$ cat src/hdl/hyperbolic_moveout_index_builder_core_defines.svh
// assertion macros for the moveout index builder
// they expect i_clk and i_rst_n in the scope where they are used
`ifndef HYPERBOLIC_MOVEOUT_INDEX_BUILDER_CORE_DEFINES_SVH
`define HYPERBOLIC_MOVEOUT_INDEX_BUILDER_CORE_DEFINES_SVH
`ifndef SYNTHESIS
`define HMIB_ASSERT(lbl, expr, msg) \
    lbl: assert property (@(posedge i_clk) disable iff (!i_rst_n) (expr)) else $error(msg);
`define HMIB_ASSERT_NEXT(lbl, pre, post, msg) \
    lbl: assert property (@(posedge i_clk) disable iff (!i_rst_n) (pre) |=> (post)) \
        else $error(msg);
`else
`define HMIB_ASSERT(lbl, expr, msg)
`define HMIB_ASSERT_NEXT(lbl, pre, post, msg)
`endif
`endif

$ cat src/hdl/hmib_pkg.sv
package hmib_pkg;

    // shift-add multiplier
    localparam int MUL_W = 32;

    // restoring divider: 64 bit dividend, 33 bit divisor
    localparam int DIV_N     = 64;
    localparam int DIV_D     = 33;
    localparam int DIV_CNT_W = 7;
    localparam logic [DIV_CNT_W-1:0] DIV_LONG_STEPS  = 7'd64;
    localparam logic [DIV_CNT_W-1:0] DIV_SHORT_STEPS = 7'd34;
    localparam int DIV_SHORT_SHIFT = 30;

    // square root: 64 bit radicand, 32 bit root
    localparam int SQRT_W = 32;

    typedef struct packed {
        logic                 start;
        logic [DIV_CNT_W-1:0] steps;
    } t_div_cmd;

    typedef enum logic [1:0] {
        STAT_OK      = 2'd0,
        STAT_BEFORE  = 2'd1,
        STAT_BEYOND  = 2'd2,
        STAT_INVALID = 2'd3
    } t_status;

    localparam logic [1:0] REG_SAMPLE_COUNT    = 2'd0;
    localparam logic [1:0] REG_SAMPLE_INTERVAL = 2'd1;
    localparam logic [1:0] REG_START_SAMPLE    = 2'd2;

endpackage

$ cat src/hdl/hmib_mul.sv
module hmib_mul (
    input  logic                         i_clk,
    input  logic                         i_rst_n,
    input  logic                         i_start,
    input  logic [hmib_pkg::MUL_W-1:0]   i_a,
    input  logic [hmib_pkg::MUL_W-1:0]   i_b,
    output logic                         o_done,
    output logic [2*hmib_pkg::MUL_W-1:0] o_product
);

    localparam int W   = hmib_pkg::MUL_W;
    localparam int CW  = $clog2(W);

    logic          r_busy;
    logic          r_done;
    logic [CW-1:0] r_cnt;
    logic [W-1:0]  r_a;
    logic [2*W-1:0] r_prod;
    logic [W:0]    w_sum;

    // one multiplier bit per cycle, partial sum added into the upper half
    assign w_sum = {1'b0, r_prod[2*W-1:W]} + (r_prod[0] ? {1'b0, r_a} : {(W+1){1'b0}});

    always_ff @(posedge i_clk) begin
        if (!i_rst_n) begin
            r_busy <= 1'b0;
            r_done <= 1'b0;
            r_cnt  <= '0;
        end else begin
            r_done <= 1'b0;
            if (i_start) begin
                r_busy <= 1'b1;
                r_cnt  <= '0;
            end else if (r_busy) begin
                r_cnt <= r_cnt + 1'b1;
                if (r_cnt == CW'(W - 1)) begin
                    r_busy <= 1'b0;
                    r_done <= 1'b1;
                end
            end
        end
    end

    always_ff @(posedge i_clk) begin
        if (i_start) begin
            r_a    <= i_a;
            r_prod <= {{W{1'b0}}, i_b};
        end else if (r_busy) begin
            r_prod <= {w_sum, r_prod[W-1:1]};
        end
    end

    assign o_done    = r_done;
    assign o_product = r_prod;

endmodule

$ cat src/hdl/hmib_div.sv
module hmib_div (
    input  logic                         i_clk,
    input  logic                         i_rst_n,
    input  hmib_pkg::t_div_cmd           i_cmd,
    input  logic [hmib_pkg::DIV_N-1:0]   i_dividend,
    input  logic [hmib_pkg::DIV_D-1:0]   i_divisor,
    output logic                         o_done,
    output logic [hmib_pkg::DIV_N-1:0]   o_quotient
);

    localparam int N  = hmib_pkg::DIV_N;
    localparam int D  = hmib_pkg::DIV_D;
    localparam int CW = hmib_pkg::DIV_CNT_W;

    logic          r_busy;
    logic          r_done;
    logic [CW-1:0] r_cnt;
    logic [CW-1:0] r_last;
    logic [D-1:0]  r_div;
    logic [D-1:0]  r_rem;
    logic [N-1:0]  r_quo;
    logic [D:0]    w_shift;
    logic          w_fit;

    // dividend bits leave the top of r_quo while quotient bits enter at the bottom
    assign w_shift = {r_rem, r_quo[N-1]};
    assign w_fit   = (w_shift >= {1'b0, r_div});

    always_ff @(posedge i_clk) begin
        if (!i_rst_n) begin
            r_busy <= 1'b0;
            r_done <= 1'b0;
            r_cnt  <= '0;
        end else begin
            r_done <= 1'b0;
            if (i_cmd.start) begin
                r_busy <= 1'b1;
                r_cnt  <= '0;
            end else if (r_busy) begin
                r_cnt <= r_cnt + 1'b1;
                if (r_cnt == r_last) begin
                    r_busy <= 1'b0;
                    r_done <= 1'b1;
                end
            end
        end
    end

    always_ff @(posedge i_clk) begin
        if (i_cmd.start) begin
            r_last <= i_cmd.steps - 1'b1;
            r_div  <= i_divisor;
            r_rem  <= '0;
            r_quo  <= i_dividend;
        end else if (r_busy) begin
            r_rem <= w_fit ? D'(w_shift - {1'b0, r_div}) : w_shift[D-1:0];
            r_quo <= {r_quo[N-2:0], w_fit};
        end
    end

    assign o_done     = r_done;
    assign o_quotient = r_quo;

endmodule

$ cat src/hdl/hmib_sqrt.sv
module hmib_sqrt (
    input  logic                          i_clk,
    input  logic                          i_rst_n,
    input  logic                          i_start,
    input  logic [2*hmib_pkg::SQRT_W-1:0] i_radicand,
    output logic                          o_done,
    output logic [hmib_pkg::SQRT_W-1:0]   o_root
);

    localparam int W  = hmib_pkg::SQRT_W;
    localparam int CW = $clog2(W);

    logic           r_busy;
    logic           r_done;
    logic [CW-1:0]  r_cnt;
    logic [2*W-1:0] r_rad;
    logic [W+1:0]   r_rem;
    logic [W-1:0]   r_root;
    logic [W+1:0]   w_rem2;
    logic [W+1:0]   w_trial;
    logic           w_fit;

    // two radicand bits per cycle, one root bit out
    assign w_rem2  = {r_rem[W-1:0], r_rad[2*W-1:2*W-2]};
    assign w_trial = {r_root, 2'b01};
    assign w_fit   = (w_rem2 >= w_trial);

    always_ff @(posedge i_clk) begin
        if (!i_rst_n) begin
            r_busy <= 1'b0;
            r_done <= 1'b0;
            r_cnt  <= '0;
        end else begin
            r_done <= 1'b0;
            if (i_start) begin
                r_busy <= 1'b1;
                r_cnt  <= '0;
            end else if (r_busy) begin
                r_cnt <= r_cnt + 1'b1;
                if (r_cnt == CW'(W - 1)) begin
                    r_busy <= 1'b0;
                    r_done <= 1'b1;
                end
            end
        end
    end

    always_ff @(posedge i_clk) begin
        if (i_start) begin
            r_rad  <= i_radicand;
            r_rem  <= '0;
            r_root <= '0;
        end else if (r_busy) begin
            r_rad  <= {r_rad[2*W-3:0], 2'b00};
            r_rem  <= w_fit ? (w_rem2 - w_trial) : w_rem2;
            r_root <= {r_root[W-2:0], w_fit};
        end
    end

    assign o_done = r_done;
    assign o_root = r_root;

endmodule

$ cat src/hdl/hyperbolic_moveout_index_builder_core.sv
// Hyperbolic moveout index builder: each input beat is one grid point (time, offset and
// slowness index with t, h and v^2); each output beat gives its status and, for an
// accepted point, the data index, model index, travel sample and running entry number.
// Travel time sqrt(t^2 + 4h^2/v^2) is formed bit-serially: two 32-step shift-add
// multipliers run side by side, a shared restoring divider takes 64 steps for h^2/v^2
// and 34 steps for the final rounding divide by dt, and the root takes 32 steps.
// A valid point runs from MUL through CHK (or from SUM to FIN on overflow) before the
// next input beat; one failing the index, velocity or interval checks goes to FIN.
// A finished result waits in the output register while the next point is taken.
// Registers sit at byte addresses 0 (sample count), 4 (sample interval), 8 (start sample).
`include "hyperbolic_moveout_index_builder_core_defines.svh"

module hyperbolic_moveout_index_builder_core #(
    parameter int MAX_SAMPLES    = 4096,
    parameter int MAX_OFFSETS    = 512,
    parameter int MAX_SLOWNESSES = 512
) (
    input  logic         i_clk,
    input  logic         i_rst_n,
    input  logic         psel,
    input  logic         penable,
    input  logic         pwrite,
    input  logic [3:0]   paddr,
    input  logic [31:0]  pwdata,
    output logic [31:0]  prdata,
    output logic         pready,
    input  logic         s_axis_tvalid,
    output logic         s_axis_tready,
    // time_index[11:0], offset_index[20:12], slowness_index[29:21], sample_time[61:30],
    // offset_value[93:62], velocity_squared[125:94], zero[127:126]
    input  logic [127:0] s_axis_tdata,
    // restart[0]
    input  logic [0:0]   s_axis_tuser,
    output logic         m_axis_tvalid,
    input  logic         m_axis_tready,
    // data_index[20:0], model_index[41:21], entry_number[72:42], travel_sample[84:73],
    // zero[87:85]
    output logic [87:0]  m_axis_tdata,
    // status[1:0]
    output logic [1:0]   m_axis_tuser
);

    typedef enum logic [7:0] {
        ST_IDLE = 8'b0000_0001,
        ST_MUL  = 8'b0000_0010,
        ST_DIV1 = 8'b0000_0100,
        ST_SUM  = 8'b0000_1000,
        ST_SQRT = 8'b0001_0000,
        ST_DIV2 = 8'b0010_0000,
        ST_CHK  = 8'b0100_0000,
        ST_FIN  = 8'b1000_0000
    } t_state;

    t_state r_state, n_state;

    // configuration
    logic [12:0] r_nt;
    logic [31:0] r_dt;
    logic [11:0] r_t0;
    logic        w_cfg_wr;
    logic [12:0] w_nt_wr;

    // point held while it is worked on
    logic [11:0]       r_it;
    logic [8:0]        r_ih;
    logic [8:0]        r_iq;
    logic [31:0]       r_v2;
    hmib_pkg::t_status r_status;
    logic [11:0]       r_travel;
    logic [30:0]       r_entry;

    // output register
    logic              r_m_valid;
    hmib_pkg::t_status r_m_status;
    logic [20:0]       r_m_data_idx;
    logic [20:0]       r_m_model_idx;
    logic [30:0]       r_m_entry;
    logic [11:0]       r_m_travel;

    logic [11:0] w_it;
    logic [8:0]  w_ih;
    logic [8:0]  w_iq;
    logic [31:0] w_t;
    logic [31:0] w_h;
    logic [31:0] w_v2;
    logic [31:0] w_mag;
    logic        w_accept;
    hmib_pkg::t_status w_pre;

    logic        w_mul_a_done;
    logic        w_mul_b_done;
    logic [63:0] w_tt;
    logic [63:0] w_hh;
    hmib_pkg::t_div_cmd w_div_cmd;
    logic [63:0] w_div_dividend;
    logic [32:0] w_div_divisor;
    logic        w_div_done;
    logic [63:0] w_div_quo;
    logic        w_sqrt_start;
    logic        w_sqrt_done;
    logic [31:0] w_root;
    logic [64:0] w_sum;
    logic        w_sum_bad;
    logic [33:0] w_num;
    logic        w_out_free;
    logic [21:0] w_data_idx;
    logic [21:0] w_model_idx;

    assign pready   = 1'b1;
    assign w_cfg_wr = psel & penable & pwrite;
    assign w_nt_wr  = (32'(pwdata[12:0]) > 32'(MAX_SAMPLES)) ? 13'(MAX_SAMPLES) : pwdata[12:0];

    always_comb begin
        case (paddr[3:2])
            hmib_pkg::REG_SAMPLE_COUNT:    prdata = {19'b0, r_nt};
            hmib_pkg::REG_SAMPLE_INTERVAL: prdata = r_dt;
            hmib_pkg::REG_START_SAMPLE:    prdata = {20'b0, r_t0};
            default:                       prdata = 32'b0;
        endcase
    end

    always_ff @(posedge i_clk) begin
        if (!i_rst_n) begin
            r_nt <= 13'd1024;
            r_dt <= 32'd262;
            r_t0 <= 12'd0;
        end else if (w_cfg_wr) begin
            case (paddr[3:2])
                hmib_pkg::REG_SAMPLE_COUNT:    r_nt <= w_nt_wr;
                hmib_pkg::REG_SAMPLE_INTERVAL: r_dt <= pwdata;
                hmib_pkg::REG_START_SAMPLE:    r_t0 <= pwdata[11:0];
                default: ;
            endcase
        end
    end

    assign w_it  = s_axis_tdata[11:0];
    assign w_ih  = s_axis_tdata[20:12];
    assign w_iq  = s_axis_tdata[29:21];
    assign w_t   = s_axis_tdata[61:30];
    assign w_h   = s_axis_tdata[93:62];
    assign w_v2  = s_axis_tdata[125:94];
    // the most negative offset maps onto itself, which is its magnitude as unsigned
    assign w_mag = w_h[31] ? (~w_h + 32'd1) : w_h;

    assign s_axis_tready = (r_state == ST_IDLE);
    assign w_accept      = s_axis_tvalid & s_axis_tready;

    always_comb begin
        if (w_it < r_t0) begin
            w_pre = hmib_pkg::STAT_BEFORE;
        end else if (({1'b0, w_it} >= r_nt) || (32'(w_ih) >= 32'(MAX_OFFSETS)) ||
                     (32'(w_iq) >= 32'(MAX_SLOWNESSES))) begin
            w_pre = hmib_pkg::STAT_BEYOND;
        end else if ((w_v2 == 32'd0) || (r_dt == 32'd0)) begin
            w_pre = hmib_pkg::STAT_INVALID;
        end else begin
            w_pre = hmib_pkg::STAT_OK;
        end
    end

    hmib_mul u_mul_t (
        .i_clk     (i_clk),
        .i_rst_n   (i_rst_n),
        .i_start   (w_accept),
        .i_a       (w_t),
        .i_b       (w_t),
        .o_done    (w_mul_a_done),
        .o_product (w_tt)
    );

    hmib_mul u_mul_h (
        .i_clk     (i_clk),
        .i_rst_n   (i_rst_n),
        .i_start   (w_accept),
        .i_a       (w_mag),
        .i_b       (w_mag),
        .o_done    (w_mul_b_done),
        .o_product (w_hh)
    );

    // 2T + dt, placed at the top of the dividend so only its 34 bits are stepped
    assign w_num = {1'b0, w_root, 1'b0} + {2'b0, r_dt};

    always_comb begin
        w_div_cmd.start = ((r_state == ST_MUL) && w_mul_a_done) ||
                          ((r_state == ST_SQRT) && w_sqrt_done);
        if (r_state == ST_MUL) begin
            w_div_cmd.steps = hmib_pkg::DIV_LONG_STEPS;
            w_div_dividend  = w_hh;
            w_div_divisor   = {1'b0, r_v2};
        end else begin
            w_div_cmd.steps = hmib_pkg::DIV_SHORT_STEPS;
            w_div_dividend  = {w_num, {hmib_pkg::DIV_SHORT_SHIFT{1'b0}}};
            w_div_divisor   = {r_dt, 1'b0};
        end
    end

    hmib_div u_div (
        .i_clk      (i_clk),
        .i_rst_n    (i_rst_n),
        .i_cmd      (w_div_cmd),
        .i_dividend (w_div_dividend),
        .i_divisor  (w_div_divisor),
        .o_done     (w_div_done),
        .o_quotient (w_div_quo)
    );

    // t^2 + 4 h^2/v^2 with both overflow cases
    assign w_sum        = {1'b0, w_tt} + {1'b0, w_div_quo[61:0], 2'b00};
    assign w_sum_bad    = (w_div_quo[63:62] != 2'b00) || w_sum[64];
    assign w_sqrt_start = (r_state == ST_SUM) && !w_sum_bad;

    hmib_sqrt u_sqrt (
        .i_clk      (i_clk),
        .i_rst_n    (i_rst_n),
        .i_start    (w_sqrt_start),
        .i_radicand (w_sum[63:0]),
        .o_done     (w_sqrt_done),
        .o_root     (w_root)
    );

    assign w_out_free  = !r_m_valid || m_axis_tready;
    assign w_data_idx  = 22'(r_ih) * 22'(r_nt) + 22'(r_travel);
    assign w_model_idx = 22'(r_iq) * 22'(r_nt) + 22'(r_it);

    always_comb begin
        n_state = r_state;
        case (r_state)
            ST_IDLE: begin
                if (w_accept) begin
                    n_state = (w_pre == hmib_pkg::STAT_OK) ? ST_MUL : ST_FIN;
                end
            end
            ST_MUL: begin
                if (w_mul_a_done) n_state = ST_DIV1;
            end
            ST_DIV1: begin
                if (w_div_done) n_state = ST_SUM;
            end
            ST_SUM: begin
                n_state = w_sum_bad ? ST_FIN : ST_SQRT;
            end
            ST_SQRT: begin
                if (w_sqrt_done) n_state = ST_DIV2;
            end
            ST_DIV2: begin
                if (w_div_done) n_state = ST_CHK;
            end
            ST_CHK: begin
                n_state = ST_FIN;
            end
            ST_FIN: begin
                if (w_out_free) n_state = ST_IDLE;
            end
            default: n_state = ST_IDLE;
        endcase
    end

    always_ff @(posedge i_clk) begin
        if (!i_rst_n) begin
            r_state   <= ST_IDLE;
            r_entry   <= 31'd0;
            r_m_valid <= 1'b0;
        end else begin
            r_state <= n_state;
            if (w_accept && s_axis_tuser[0]) begin
                r_entry <= 31'd0;
            end else if ((r_state == ST_FIN) && w_out_free &&
                         (r_status == hmib_pkg::STAT_OK)) begin
                r_entry <= r_entry + 31'd1;
            end
            if ((r_state == ST_FIN) && w_out_free) begin
                r_m_valid <= 1'b1;
            end else if (m_axis_tready) begin
                r_m_valid <= 1'b0;
            end
        end
    end

    always_ff @(posedge i_clk) begin
        if (w_accept) begin
            r_it     <= w_it;
            r_ih     <= w_ih;
            r_iq     <= w_iq;
            r_v2     <= w_v2;
            r_status <= w_pre;
            r_travel <= 12'd0;
        end
        if ((r_state == ST_SUM) && w_sum_bad) begin
            r_status <= hmib_pkg::STAT_INVALID;
        end
        if (r_state == ST_CHK) begin
            r_travel <= w_div_quo[11:0];
            if (w_div_quo[33:0] >= 34'(r_nt)) begin
                r_status <= hmib_pkg::STAT_BEYOND;
            end
        end
        if ((r_state == ST_FIN) && w_out_free) begin
            r_m_status <= r_status;
            r_m_entry  <= r_entry;
            if (r_status == hmib_pkg::STAT_OK) begin
                r_m_data_idx  <= w_data_idx[20:0];
                r_m_model_idx <= w_model_idx[20:0];
                r_m_travel    <= r_travel;
            end else begin
                r_m_data_idx  <= 21'd0;
                r_m_model_idx <= 21'd0;
                r_m_travel    <= 12'd0;
            end
        end
    end

    assign m_axis_tvalid = r_m_valid;
    assign m_axis_tuser  = r_m_status;
    assign m_axis_tdata  = {3'b000, r_m_travel, r_m_entry, r_m_model_idx, r_m_data_idx};

    `HMIB_ASSERT(a_mul_lockstep, w_mul_a_done == w_mul_b_done, "multipliers out of step")
    `HMIB_ASSERT(a_div_owner, !w_div_done || (r_state == ST_DIV1) || (r_state == ST_DIV2), "divider finished outside a divide state")
    `HMIB_ASSERT_NEXT(a_accept_busy, w_accept, r_state != ST_IDLE, "point taken but sequencer stayed idle")
    `HMIB_ASSERT(a_ok_in_record, !(r_m_valid && (r_m_status == hmib_pkg::STAT_OK)) || ({1'b0, r_m_travel} < r_nt), "accepted beat with travel sample outside record")

endmodule

$ cat config.mk
export PLATFORM = sky130hd
export DESIGN_NAME = hyperbolic_moveout_index_builder_core
export DESIGN_NICKNAME = d
export VERILOG_FILES = /design/src/hdl/hmib_pkg.sv /design/src/hdl/hmib_mul.sv /design/src/hdl/hmib_div.sv /design/src/hdl/hmib_sqrt.sv /design/src/hdl/hyperbolic_moveout_index_builder_core.sv
export VERILOG_INCLUDE_DIRS = /design/src /design/src/hdl
export SDC_FILE = /design/constraint.sdc
export NUM_CORES = 2
export LEC_CHECK = 0
export BUFFER_PORTS_ARGS = -buffer_cell sky130_fd_sc_hd__buf_2
export CAP_MARGIN = 20
export CORE_UTILIZATION = 30
export DETAILED_ROUTE_END_ITERATION = 8
export GPL_TIMING_DRIVEN = 0
export HOLD_SLACK_MARGIN = 0.12
export PLACE_DENSITY = 0.56
export SLEW_MARGIN = 20
export SYNTH_ARGS = -nofsm -noshare
export SYNTH_HDL_FRONTEND = slang
export SYNTH_SLANG_ARGS = --single-unit
$ cat constraint.sdc
create_clock -name i_clk -period 5.5 [get_ports i_clk]
set_clock_uncertainty 0.05 [all_clocks]
set_input_delay 0.275 -clock i_clk [delete_from_list [all_inputs] [get_ports i_clk]]
set_output_delay 0.275 -clock i_clk [all_outputs]
set_load 0.01 [all_outputs]
# --- After elaboration in Yosys (flattened, before gate mapping) ---
# Index checks and enable logic that the tools add are counted.
# Widths: inputs -> output; s select.
totals:
  regBits: 746
  latchBits: 0
  ramBits: 0
  mem_bits_ro: 0
  input_bits: 172
  output_inout_bits: 125
  elab_cells: 183
  n_memories: 0
op_classes:
  add_sub_neg: 15
  mul: 2
  n_div: 0
  n_lt_le_gt_ge: 6
  eq_ne: 20
  shift: 0
  mux: 53
  n_bitwise: 8
  reduce_logical: 36
op_table:
  columns: ["operator", "n"]
  rows:
  - ["$mux 64", 5]
  - ["$mux 32", 9]
  - ["$pmux 32 s3", 1]
  - ["$add 32x32->33", 2]
  - ["$add 64x64->65", 1]
  - ["$logic_not 32->1", 2]
  - ["$mux 8", 8]
  - ["$pmux 8 s8", 1]
  - ["$add 21x12->21", 2]
  - ["$mul 9x13->21", 2]
  - ["$add 33x32->34", 1]
  - ["$ge 34x13->1", 1]
  - ["$ge 34x33->1", 1]
  - ["$ge 34x34->1", 1]
  - ["$mux 33", 1]
  - ["$sub 33x33->33", 1]
  - ["$add 32x1->32 const B", 1]
  - ["$not 32->32", 1]
  - ["$sub 32x32->32", 1]
  - ["$add 31x1->31 const B", 1]
  - ["$mux 12", 2]
  - ["$mux 1", 17]
  - ["$add 5x1->5 const B", 3]
  - ["$eq 5x5->1 const B", 3]
  - ["32 further kinds", 72]

# --- Depth between registers and ports, before layout ---
logic_depth:
  ltp_word: 9
  depth_mapped: 23
  mapped_depth_nobuf: 22

# --- Modules after synthesis ---
# From an unflattened synthesis, not the netlist that was laid out.
hier_totals:
  hier_cells: 5508
  hier_area_um2: 52404.0
modules_own_cells:
  columns: ["module", "instances", "cells_each", "area_per_inst_um2", "seq_area_each_um2"]
  rows:
  - ["hyperbolic_moveout_index_builder_core", 1, 2943, 25550.8, 6816.5]
  - ["hmib_mul", 2, 543, 5683.0, 2702.6]
  - ["hmib_div", 1, 744, 7975.1, 3963.8]
  - ["hmib_sqrt", 1, 735, 7512.2, 3343.2]

# --- Worst setup path after synthesis ---
# OpenSTA, ideal clock, no wires.
synth_timing:
  path_type: "register to register"
  startpoint: "register r_state[5]"
  endpoint: "register r_ih[0] (enable)"
  setup_ns: 0.540
  arrival_ns: 5.520
  required_ns: 4.910
  setup_slack_ns: -0.610
  stages_incl_launch_ff: 9
  n_path_buf: 3
  synth_period_minus_slack_ns: 6.110
  path_cell_list: "dfxtp_1 > clkbuf_1 > nor2_1 > nand3_1 > nor3b_1 > nand2_1 > inv_1 > clkbuf_1 > clkbuf_1"
synth_between:
  elab_chain_len: 2
synth_lines:
  columns: ["element", "line", "source"]
  rows:
  - ["start: declaration", "hyperbolic_moveout_index_builder_core.sv:54", "t_state r_state, n_state;"]
  - ["start signal: assignment", "hyperbolic_moveout_index_builder_core.sv:266", "r_state <= n_state;"]
  - ["$eq 8x1->1", "hyperbolic_moveout_index_builder_core.sv:146", "assign s_axis_tready = (r_state == ST_IDLE);"]
  - ["net s_axis_tready", "hyperbolic_moveout_index_builder_core.sv:28", "output logic s_axis_tready,"]
  - ["$and 1x1->1", "hyperbolic_moveout_index_builder_core.sv:147", "assign w_accept = s_axis_tvalid & s_axis_tready;"]
  - ["net u_mul_h.i_start", "hmib_mul.sv:4", "input logic i_start,"]
  - ["end signal: assignment", "hyperbolic_moveout_index_builder_core.sv:284", "r_ih <= w_ih;"]
  - ["end: declaration", "hyperbolic_moveout_index_builder_core.sv:65", "logic [8:0] r_ih;"]
# The timed path passes the listed nets, and every way through them passes these cells.
# A chain may end at the register's enable or synchronous reset.

# --- Worst setup path after layout ---
layout_timing:
  startpoint: "register r_nt[8]"
  endpoint: "register r_m_model_idx[14], data pin"
layout_between:
  elab_chain_len: 2
layout_lines:
  columns: ["element", "line", "source"]
  rows:
  - ["start: declaration", "hyperbolic_moveout_index_builder_core.sv:57", "logic [12:0] r_nt;"]
  - ["start signal: assignment", "hyperbolic_moveout_index_builder_core.sv:129", "hmib_pkg::REG_SAMPLE_COUNT: r_nt <= w_nt_wr;"]
  - ["$mul 9x13->21", "hyperbolic_moveout_index_builder_core.sv:225", "assign w_model_idx = 22'(r_iq) * 22'(r_nt) + 22'(r_it);"]
  - ["$add 21x12->21", "hyperbolic_moveout_index_builder_core.sv:225", null]
  - ["end signal: assignment", "hyperbolic_moveout_index_builder_core.sv:304", "r_m_model_idx <= w_model_idx[20:0];"]
  - ["end: declaration", "hyperbolic_moveout_index_builder_core.sv:76", "logic [20:0] r_m_model_idx;"]
# No other way between the ends.

==> impl_results.md <==
* Row count at 149
* DR pass1 iterations at 5
* IO Port Bufs at approximately 290
* Main flop type after synthesis: edfxtp_1
* Worst Path Arrival at between 6 and 7 ns
* Synth cell types at between 80 and 90
* Cells after Synth at 5445
* Starting density of the core at 0.304
* Wire per inst at 20.7 um
* Synth-to-Final Area Change at 21.0%
* Tcrit/Tclk final at 1.04
* Synth async-reset ratio at 0
* Actual slew at the worst max-slew pin at roughly 1.1 ns
* Most frequent CP cell: fa_1
* Crit path time final at between 5 and 6 ns
* Clock Latency Late Sink at ~0.71 ns
* Crit-path slowest cell: fa_1
* Total global routing overflow at 0
* Reg clk slew, reported paths at approximately 0.06 ns
* Worst setup margin at -0.221 ns
* DRT met1 WL at approximately 77000 um
* CP Cell Sequence: clkbuf_16, clkbuf_16, nand2_1, fa_1, inv_1, fa_1, fa_1, fa_1, inv_1, fa_1, inv_2, ha_4, and3_4, a21oi_4, o31ai_4, o41ai_2, buf_4, buf_4, o21ba_4, o21bai_1, a21oi_1, xor2_1, nor2_1
* Worst endpoint required time at 5.85 ns
* Register bit total from synthesis at 740
* Setup_tns at -0.438 ns
* Routability cong. at roughly 0.94
* Placed cell areas at 54700 um^2
* Hold crit path type: input port to flip-flop
* Crit-path max FO at 10
* Vias per cell at ~5.1
* Clock Sink Count at 740
* Synth top cells by count: nand2_1 (799), edfxtp_1 (451), nor2_1 (442)
* Netlist Area Pre-Place at around 50000 um^2
* Violated checks: negative setup slack
* Nets at ~7000
* Leak at roughly 0.026 uW
* Hold Fails Final Rpt at 0
* Setup violations, final at 3
* I/O pin total at about 300
* Synth top area share at 0.270
* Syn Area/Cell at 9.23 um^2
* CTS max path bufs at 3
* Post-synthesis sequential area ratio at 0.385
* Fmax at roughly 170 MHz
* DP Wirelength at 133000 um
* Peak supply drop at 0.000267 V
* CP Class: flip-flop to flip-flop
* CTS Root Cell: clkbuf_16
* Top layer in use: met5
* DRC at 0
* Detailed Route WL at 173000 um
* RSZ-0062 raised after global routing: true
* Element type at the critical path start: flip-flop
* Max Cap Violations at 0
* Critical Path End Type: flip-flop
* Worst slew margin at 0.255
* GRT Total Usage at 0.199
* Final instance area at ~61000 um^2
* Chip Height at roughly 410 um
* Core area at between 150000 and 200000 um^2
* CTS tree: yes
* Most common cell in the synthesized netlist: nand2_1
* Initial antenna violation count at 13
* Die area at around 170000 um^2
* Overall Power at 18800 uW
* Number of global-route vias before repair at about 42000
* WL met3 at 12300 um
* DRT iter0 DRCs at roughly 3500
* Overall die width at between 400 and 500 um
* Vias at approximately 42000
* Slowest stage delay, CP at 0.53 ns
* First-pass GRT wire length at 255000 um
* Largest net degree at the start of global routing at 71
* Pwr Density at about 310 nW/um^2
* Total number of H-tree levels at 3
* Routed wire length on met2 at about 77000 um
* Inserted Clock Buffers at 87
* Synth Warn # at 0
* Leading area contributor after synthesis: edfxtp_1
* Layout cell share with drive strength beyond 1 at 0.118
* Status: complete, but fails checks
* Main area contributors after synthesis: edfxtp_1 (27%), dfxtp_1 (12%), ha_1 (9.4%)
* Antenna Violating Nets Remaining at 0
* Max Slew Vio Count at 0
* Post-synth EDFFs at between 400 and 500
final cells by class:
class	count	area [um^2]
antenna	5	12.5
buffer	238	1260
clock buffer	114	2390
clock inverter	50	480
fill	16800	105000
inverter	367	1380
multi-input combinational	4099	29200
sequential	740	19300
tap	2189	2740
timing repair buffer	544	3960
final timing paths:
path | start | endpoint | slack, ns | cells after the start
max | r_nt[8] | r_m_model_idx[14] | -0.22 | 23
min | s_axis_tdata[63] | u_mul_h.r_a[1] | 0.21 | 3
max reg2reg | r_nt[8] | r_m_model_idx[14] | -0.22 | 23
min reg2reg | r_entry[30] | r_m_entry[30] | 0.42 | 0
worst max-delay path: cells and delay by family (launching register included):
kind | cells | cell delay [ns]
AOI/OAI and AO/OA | 6 | 0.93
buffers and inverters | 7 | 0.78
xor gates and xnor gates | 1 | 0.23
DFF | 1 | 0.38
adders and majority gates | 6 | 2.73
and+or+nand+nor | 3 | 0.33
cells by family (layout without fill, tap and decap cells):
| logic type | after synthesis | after routing | share of synthesized area |
|---|---|---|---|
| AND/OR/NAND/NOR | 1984 | 1984 | 0.184 |
| AO/OA/AOI/OAI | 1106 | 1106 | 0.138 |
| flip-flops | 740 | 740 | 0.385 |
| buffers and inverters | 608 | 1313 | 0.0463 |
| adder cells (fa/ha/maj) | 554 | 554 | 0.164 |
| XOR/XNOR | 301 | 301 | 0.0525 |
| multiplexers | 150 | 150 | 0.0300 |
| other | 2 | 9 | 0.000149 |
per-layer routing:
layer | vias to the layer above | track usage
met1 | 20600 | 0.268
met4 | 12 | 0.0749
li1 | 20200 | -
met5 | - | 0
met2 | 1405 | 0.314
met3 | 278 | 0.0369
state kept, by name (all words and copies together), names as in the netlist, 33 cells and up:
register / count
u_mul_t.o_product: 64
u_div.r_rem: 33
u_sqrt.r_rad: 64
u_div.o_quotient: 64
u_mul_h.o_product: 64
u_div.r_div: 33
where the power goes:
part | leakage (uW) | switching [uW] | internal (uW)
registers | 0.00658 | 579 | 6590
clock network | 0.00140 | 2580 | 3330
logic | 0.0183 | 3450 | 2320
total | 0.0263 | 6600 | 12200
per-stage QoR:
| stage | instances | worst slack (ns) | hold slack [ns] | utilization |
|---|---|---|---|---|
| floorplan | 5447 | 0.00119 | 0.324 | - |
| global placement | 7922 | -1.64 | 0.392 | 0.329 |
| detailed placement | 7930 | -1.18 | 0.398 | 0.331 |
| CTS | 8320 | -0.0787 | 0.147 | 0.364 |
| global route | 8342 | -0.370 | 0.221 | 0.367 |
| finish | 8346 | -0.221 | 0.213 | 0.367 |
placed cells by master, fill, tap and decap left out, drive strengths merged, types with 12 or more instances in the layout:
master,n
a31oi,40
o21a,31
xor2,110
xnor2,191
nand2b,62
or4,12
or2,13
clkbuf,304
a21oi,312
o21bai,48
dlygate4sd3,177
fa,175
nor2,442
or3,20
a211oi,64
o211ai,18
o21ai,286
edfxtp,451
nand4,55
mux2i,145
nor3b,15
dfxtp,289
nor3,60
clkinv,34
nor4,38
a21boi,41
inv,372
ha,379
and2,253
buf,415
nand2,799
nand3,89
o31ai,20
nor2b,64
and3,44
a21o,134
repair_timing:
action / in CTS / in global routing
resized for setup: 137 / 89
endpoints found under the setup margin: 20 / 13
hold buffers: 177 / 0
pin swaps: 52 / 90
setup buffers: 50 / 24
endpoints found under the hold margin: 253 / 0
(Power assumes the default switching activity.)
